[config.mk]
export PLATFORM = sky130hd
export DESIGN_NAME = row_total_then_descending_sort
export DESIGN_NICKNAME = d
export VERILOG_FILES = /design/src/rtl/rtds_pkg.sv /design/src/rtl/row_total_then_descending_sort.sv
export VERILOG_INCLUDE_DIRS = /design/src /design/src/rtl
export SDC_FILE = /design/constraint.sdc
export NUM_CORES = 1
export LEC_CHECK = 0
export BUFFER_PORTS_ARGS = -buffer_cell sky130_fd_sc_hd__buf_2
export CORE_ASPECT_RATIO = 0.8
export CORE_MARGIN = 2
export CORE_UTILIZATION = 45
export DETAILED_ROUTE_END_ITERATION = 10
export PLACE_DENSITY = 0.58
export SLEW_MARGIN = 20
export SYNTH_ARGS = -nofsm -noshare
export SYNTH_HDL_FRONTEND = slang
export SYNTH_SLANG_ARGS = --single-unit
[constraint.sdc]
create_clock -name clock -period 7.15 [get_ports clock]
set_input_delay 1.43 -clock clock [delete_from_list [all_inputs] [get_ports clock]]
set_output_delay 1.43 -clock clock [all_outputs]
set_load 0.01 [all_outputs]
[src/rtl/assert_macros.svh]
// assertion macros included by the sorter module
`ifndef ASSERT_MACROS_SVH
`define ASSERT_MACROS_SVH

// same-cycle implication, checked on the rising clock edge outside reset
`define ASSERT_IMPLY(lbl, clk, rst, ante, cons, msg) \
   lbl: assert property (@(posedge clk) disable iff (rst) (ante) |-> (cons)) else $error(msg);

// next-cycle implication, checked on the rising clock edge outside reset
`define ASSERT_NEXT(lbl, clk, rst, ante, cons, msg) \
   lbl: assert property (@(posedge clk) disable iff (rst) (ante) |=> (cons)) else $error(msg);

`endif

[src/rtl/rtds_pkg.sv]
// types, constants and microcode rom of the record total sorter
package rtds_pkg;

   localparam int MAX_RECORDS          = 32;
   localparam int MAX_MARKS_PER_RECORD = 16;

   localparam int MARK_W = 10;
   localparam int ID_W   = 6;
   localparam int TOT_W  = 14;
   localparam int IDX_W  = $clog2(MAX_RECORDS);
   localparam int CNT_W  = $clog2(MAX_RECORDS + 1);

   localparam int FIELD_MAX     = (1 << TOT_W) - 1;
   localparam int RAW_TOTAL_MAX = ((1 << MARK_W) - 1) * MAX_MARKS_PER_RECORD;
   localparam logic [TOT_W-1:0] TOTAL_MAX =
      TOT_W'((RAW_TOTAL_MAX > FIELD_MAX) ? FIELD_MAX : RAW_TOTAL_MAX);

   // one stored record
   typedef struct packed {
      logic [TOT_W-1:0] total;
      logic [ID_W-1:0]  id;
   } entry_type;

   // sequencer steps
   typedef enum logic [2:0] {
      STEP_IDLE   = 3'd0,
      STEP_RD_I   = 3'd1,
      STEP_LD_R   = 3'd2,
      STEP_TEST_J = 3'd3,
      STEP_CMP    = 3'd4,
      STEP_EMIT   = 3'd5,
      STEP_ADV    = 3'd6,
      STEP_DONE   = 3'd7
   } step_type;

   // jump conditions
   typedef enum logic [2:0] {
      COND_NEVER,
      COND_ALWAYS,
      COND_NO_CLOSE,
      COND_J_END,
      COND_OUT_BUSY,
      COND_MORE_I
   } cond_type;

   // one control word
   typedef struct packed {
      logic     accept;
      logic     rd_j;
      logic     ld_r;
      logic     cmp;
      logic     emit;
      logic     inc_i;
      logic     clr_set;
      cond_type cond;
      step_type target;
   } ctl_type;

   function automatic ctl_type ucode(input step_type step);
      ctl_type c;
      c = '{accept: 1'b0, rd_j: 1'b0, ld_r: 1'b0, cmp: 1'b0, emit: 1'b0,
            inc_i: 1'b0, clr_set: 1'b0, cond: COND_NEVER, target: STEP_IDLE};
      case (step)
         STEP_IDLE: begin
            c.accept = 1'b1;
            c.cond   = COND_NO_CLOSE;
            c.target = STEP_IDLE;
         end
         STEP_RD_I: begin
            c.cond = COND_NEVER;
         end
         STEP_LD_R: begin
            c.ld_r = 1'b1;
         end
         STEP_TEST_J: begin
            c.rd_j   = 1'b1;
            c.cond   = COND_J_END;
            c.target = STEP_EMIT;
         end
         STEP_CMP: begin
            c.cmp    = 1'b1;
            c.cond   = COND_ALWAYS;
            c.target = STEP_TEST_J;
         end
         STEP_EMIT: begin
            c.emit   = 1'b1;
            c.cond   = COND_OUT_BUSY;
            c.target = STEP_EMIT;
         end
         STEP_ADV: begin
            c.inc_i  = 1'b1;
            c.cond   = COND_MORE_I;
            c.target = STEP_RD_I;
         end
         STEP_DONE: begin
            c.clr_set = 1'b1;
            c.cond    = COND_ALWAYS;
            c.target  = STEP_IDLE;
         end
         default: begin
            c.cond   = COND_ALWAYS;
            c.target = STEP_IDLE;
         end
      endcase
      return c;
   endfunction

endpackage

[src/rtl/row_total_then_descending_sort.sv]
// loading: one request per cycle; a record closing the set starts the sort
// sort and output can be held by output stalls; the sort is paced by the single read port
// of the record memory, one compare per two steps
// requests are refused while the sort and output run
// reset clears the sequencer, counters, sums and flags; the record memory is not cleared
module row_total_then_descending_sort
   import rtds_pkg::*;
(
   input  logic        clock,
   input  logic        reset,
   input  logic        req_tvalid,
   output logic        req_tready,
   input  logic [15:0] req_tdata,   // [9:0] mark
   input  logic        req_tlast,   // record_end
   input  logic        req_tuser,   // set_end
   output logic        rsp_tvalid,
   input  logic        rsp_tready,
   output logic [23:0] rsp_tdata,   // [5:0] record_id, [19:6] record_total
   output logic        rsp_tlast,   // last_result
   output logic        rsp_tuser    // overflow
);

`include "assert_macros.svh"

   entry_type mem_ff [MAX_RECORDS];

   step_type          pc_ff, pc_in;
   ctl_type           ctl;
   logic [CNT_W-1:0]  count_ff, count_in;
   logic [TOT_W-1:0]  sum_ff, sum_in;
   logic              ovf_ff, ovf_in;
   logic [IDX_W-1:0]  i_ff, i_in;
   logic [CNT_W-1:0]  j_ff, j_in;
   entry_type         r_ff, r_in;
   entry_type         rdata_ff;
   logic              rsp_valid_ff, rsp_valid_in;
   entry_type         rsp_entry_ff, rsp_entry_in;
   logic              rsp_last_ff, rsp_last_in;
   logic              rsp_ovf_ff, rsp_ovf_in;

   logic              req_hs, close, store_rec, cond_hit, out_busy, out_load;
   logic              swap, j_end, more_i, last_i;
   logic [TOT_W:0]    sum_ext;
   logic [TOT_W-1:0]  sum_new;
   logic [CNT_W:0]    id_full;
   logic [CNT_W-1:0]  i_next;
   logic [IDX_W-1:0]  raddr;

   // control word of the current step
   assign ctl = ucode(pc_ff);

   // saturating record sum
   assign sum_ext = {1'b0, sum_ff} + (TOT_W+1)'(req_tdata[MARK_W-1:0]);
   assign sum_new = (sum_ext > {1'b0, TOTAL_MAX}) ? TOTAL_MAX : sum_ext[TOT_W-1:0];
   assign id_full = {1'b0, count_ff} + (CNT_W+1)'(1);

   // request handshake and record bookkeeping
   assign req_tready = ctl.accept;
   assign req_hs     = req_tvalid & ctl.accept;
   assign close      = req_hs & req_tlast & req_tuser;
   assign store_rec  = req_hs & req_tlast & (count_ff < CNT_W'(MAX_RECORDS));

   // sort loop conditions
   assign i_next   = CNT_W'(i_ff) + CNT_W'(1);
   assign j_end    = (j_ff >= count_ff);
   assign more_i   = (i_next < count_ff);
   assign last_i   = (i_next == count_ff);
   assign swap     = ctl.cmp & (rdata_ff.total > r_ff.total);
   assign out_busy = rsp_valid_ff & ~rsp_tready;
   assign out_load = ctl.emit & ~out_busy;
   assign raddr    = ctl.rd_j ? j_ff[IDX_W-1:0] : i_ff;

   // jump condition select
   always_comb begin
      case (ctl.cond)
         COND_NEVER:    cond_hit = 1'b0;
         COND_ALWAYS:   cond_hit = 1'b1;
         COND_NO_CLOSE: cond_hit = ~close;
         COND_J_END:    cond_hit = j_end;
         COND_OUT_BUSY: cond_hit = out_busy;
         COND_MORE_I:   cond_hit = more_i;
         default:       cond_hit = 1'b0;
      endcase
   end

   // next step and datapath updates
   always_comb begin
      pc_in        = cond_hit ? ctl.target : step_type'(pc_ff + 3'd1);
      count_in     = count_ff;
      sum_in       = sum_ff;
      ovf_in       = ovf_ff;
      i_in         = i_ff;
      j_in         = j_ff;
      r_in         = r_ff;
      rsp_valid_in = rsp_valid_ff & ~rsp_tready;
      rsp_entry_in = rsp_entry_ff;
      rsp_last_in  = rsp_last_ff;
      rsp_ovf_in   = rsp_ovf_ff;

      if (req_hs) begin
         sum_in = req_tlast ? '0 : sum_new;
         if (store_rec) begin
            count_in = count_ff + CNT_W'(1);
         end
         if (req_tlast && !store_rec) begin
            ovf_in = 1'b1;
         end
      end
      if (ctl.ld_r) begin
         r_in = rdata_ff;
         j_in = i_next;
      end
      if (ctl.cmp) begin
         j_in = j_ff + CNT_W'(1);
         if (swap) begin
            r_in = rdata_ff;
         end
      end
      if (out_load) begin
         rsp_valid_in = 1'b1;
         rsp_entry_in = r_ff;
         rsp_last_in  = last_i;
         rsp_ovf_in   = ovf_ff;
      end
      if (ctl.inc_i) begin
         i_in = i_next[IDX_W-1:0];
      end
      if (ctl.clr_set) begin
         count_in = '0;
         sum_in   = '0;
         ovf_in   = 1'b0;
         i_in     = '0;
      end
   end

   // control registers
   always_ff @(posedge clock) begin
      if (reset) begin
         pc_ff        <= STEP_IDLE;
         count_ff     <= '0;
         sum_ff       <= '0;
         ovf_ff       <= 1'b0;
         i_ff         <= '0;
         j_ff         <= '0;
         rsp_valid_ff <= 1'b0;
      end else begin
         pc_ff        <= pc_in;
         count_ff     <= count_in;
         sum_ff       <= sum_in;
         ovf_ff       <= ovf_in;
         i_ff         <= i_in;
         j_ff         <= j_in;
         rsp_valid_ff <= rsp_valid_in;
      end
   end

   // payload registers
   always_ff @(posedge clock) begin
      r_ff         <= r_in;
      rsp_entry_ff <= rsp_entry_in;
      rsp_last_ff  <= rsp_last_in;
      rsp_ovf_ff   <= rsp_ovf_in;
   end

   // record memory: one write port, one registered read port
   always_ff @(posedge clock) begin
      if (store_rec) begin
         mem_ff[count_ff[IDX_W-1:0]] <= '{total: sum_new, id: ID_W'(id_full)};
      end else if (swap) begin
         mem_ff[j_ff[IDX_W-1:0]] <= r_ff;
      end
      rdata_ff <= mem_ff[raddr];
   end

   // response port
   assign rsp_tvalid = rsp_valid_ff;
   assign rsp_tdata  = {4'b0, rsp_entry_ff.total, rsp_entry_ff.id};
   assign rsp_tlast  = rsp_last_ff;
   assign rsp_tuser  = rsp_ovf_ff;

   // checks
   `ASSERT_IMPLY(a_count_range, clock, reset, 1'b1, count_ff <= CNT_W'(MAX_RECORDS),
                 "record count beyond capacity")
   `ASSERT_IMPLY(a_cmp_in_range, clock, reset, pc_ff == STEP_CMP, j_ff < count_ff,
                 "compare index past stored records")
   `ASSERT_NEXT(a_set_cleared, clock, reset, pc_ff == STEP_DONE,
                count_ff == '0 && sum_ff == '0 && !ovf_ff,
                "set state not cleared after output")

endmodule
==> reports/qor.csv <==
metric;value;unit
status;complete, no violations;
antenna_found_initial;1;
hpwl;41.84;mm
synth_ff_type;edfxtp_1;
grt_pass1_wl;107.8;mm
yosys.cell_types.count;68;
crit_arrival;4880;ps
end_kind;flop;
worst_setup_path_startpoint;pc_ff[0];
dr.pass1.iters;6;
setup_violations;0;
clk_latency;620;ps
post-route-period-util;0.6225;
r2r_start;pc_ff[0];
post_cts_resized;0;
finalCriticalPeriod;4451;ps
worstSetupPathType;flop to flop;
vias;16190;
seq_area;0.02140;mm2
pre_cts_ws;1857;ps
vdd_drop_max;0.0001792;V
drv_cap;0;
gr-usage-all-layers;0.2158;
die_area;0.06881;mm2
maxSlewViolCount;0;
worst_setup_path_start_kind;flop;
antennaDiodeCount;0;
rsz0062_at_grt;no;
fmax;224.7;MHz
layout-drive-gt1-share;0.2357;
worst_pin_slew;1099;ps
overflow;0;
cts_setup_buffers;0;
wl_per_cell;26.46;um
ant_nets;0;
place.gp.congestion;0.8840;
vias_per_cell;5.865;
syn2layout_area_growth;12.84;%
hp-class;flop to flop;
layout_setup_ws;2699;ps
hold_viol_final;0;
setup_tns;0;ps
yosys_warnings;0;
leakage;0.01145;uW
numClockSinks;738;
fin_skew;23.84;ps
die_h;235.0;um
first_global_vias;16030;
cts_tree;yes;
crit_fanout;29;
routed_wl;73.05;mm
synthCells;1779;
hp-start;ovf_ff;
seq_area_frac_synth;0.7128;
cp.required;7580;ps
power_density;310.5;mW/mm2
clk_path_buf_depth;3;
slew-limit-headroom;0.2676;
core-area;0.06590;mm2
cts_hold_buf;0;
async_flop_share;0;
drtIter0Drc;1713;
nNetsFinal;1912;
htree_levels;3;
cts_made_buffers;72;
fillers;5337;
clkTransAtPathRegs;60;ps
synth_area;0.03002;mm2
ys_seq_elements;738;
synth.avg_cell_area;16.88;um2
hold_slack;434.6;ps
multiInputGateArea;0.008456;mm2
power;10520;uW
synth-edff-count;662;
port_buffers;39;
start_util;0.4556;
r2r_setup_slack;2700;ps
ios;50;
drcViolationCount;0;
die_x;292.8;um
grt_max_degree;97;
clockRootBuffer;clkbuf_16;
fp-row-count;84;
## critical path, cell delays in order, from the launching register on
cell,delay (ps)
dfxtp_1,460
ha_1,260
ha_1,810
mux2i_4,390
buf_4,430
buf_4,580
mux4_2,590
nand2_1,100
nand3_1,190
nand3_1,220
o21ai_0,180
## synth_stat cells (3+ instances only)
master | n | area share
clkbuf_1 | 49 | 0.0061
edfxtp_1 | 662 | 0.66
o21ai_0 | 43 | 0.0072
mux4_2 | 160 | 0.12
or2_2 | 3 | 0.00063
or4_1 | 3 | 0.00075
and3_1 | 4 | 0.00083
o211ai_1 | 3 | 0.00075
xor2_1 | 7 | 0.0020
a211oi_1 | 3 | 0.00075
nor2b_1 | 8 | 0.0017
mux2i_1 | 6 | 0.0020
buf_2 | 30 | 0.0050
a21o_1 | 12 | 0.0030
a21oi_1 | 42 | 0.0070
dfxtp_1 | 76 | 0.051
nand2b_1 | 5 | 0.0010
ha_1 | 45 | 0.019
a31oi_1 | 11 | 0.0023
a211oi_2 | 3 | 0.0013
buf_4 | 14 | 0.0035
nand4_1 | 5 | 0.0010
nor3_1 | 5 | 0.00083
xnor2_1 | 15 | 0.0044
nor4_1 | 3 | 0.00063
inv_1 | 27 | 0.0034
buf_1 | 5 | 0.00063
nor2_1 | 71 | 0.0089
a22oi_1 | 6 | 0.0015
or3_1 | 8 | 0.0017
nand3_1 | 128 | 0.021
nand2_1 | 217 | 0.027
a22o_1 | 4 | 0.0012
mux2_2 | 30 | 0.011
o22ai_1 | 22 | 0.0046
## registers in the layout (all words and copies together) (netlist names)
register and cells:
count_ff 6, r_ff 20, pc_ff 3, rsp_tdata 20, sum_ff 14, rsp_tlast 1, ovf_ff 1, j_ff 6
mem_ff 640, rdata_ff 20, i_ff 5, rsp_tvalid 1, rsp_tuser 1
## layout make-up
class / count / area share
tap: 860 / 0.03176
inverter: 29 / 0.003213
multi-input combinational: 915 / 0.2496
sequential: 738 / 0.6317
timing repair buffer: 88 / 0.01773
clock inverter: 33 / 0.008974
clock buffer: 98 / 0.05706
## report_power, final
| group | internal (uW) | switching, uW | total, uW |
|---|---|---|---|
| Combinational | 485 | 998 | 1480 |
| Sequential | 5230 | 152 | 5380 |
| Clock | 2060 | 1600 | 3660 |
## placed cells by master (no fill, tap or decap), types with 32 or more instances in the layout
cell type and count:
nand2_1 216, clkbuf_16 73, ha_1 45, buf_4 46, nand3_1 128, mux4_2 160, edfxtp_1 662, o21ai_0 38
nor2_1 63, a21oi_1 32, buf_2 39, dfxtp_1 76
## layer usage
metal  GRT usage  up-vias  part of all wire
li1            -     7124                 -
met1      0.3207     8385              0.45
met2      0.3333      580              0.46
met3     0.03869      103             0.069
met4     0.05190        0             0.021
met5           0        -                 0
## through the flow
| stage | utilization | instance area, um2 | cells |
|---|---|---|---|
| 2_1_floorplan | - | 30030 | 1782 |
| 3_3_place_gp | 0.4800 | 31630 | 2630 |
| 3_5_place_dp | 0.4800 | 31630 | 2630 |
| 4_1_cts | 0.5139 | 33870 | 2761 |
| 5_1_grt | 0.5141 | 33880 | 2761 |
| 6_report | 0.5141 | 33880 | 2761 |
## kinds of logic after synthesis
logic type | synth area share
buffers and inverters | 0.01963
muxes | 0.1333
AOI/OAI and AO/OA | 0.03788
other | 0.0001249
adders and majority gates | 0.01942
DFF | 0.7128
and+or+nand+nor | 0.07043
xor gates and xnor gates | 0.006418
## path summary, 6_finish.rpt
path / endpoint / cells past startpoint
worst max register to register: rdata_ff[13] / 10
worst max-delay path: rdata_ff[13] / 10
worst min-delay path: rsp_tuser / 0
worst min register to register: rsp_tuser / 0
(Power assumes the default switching activity.)
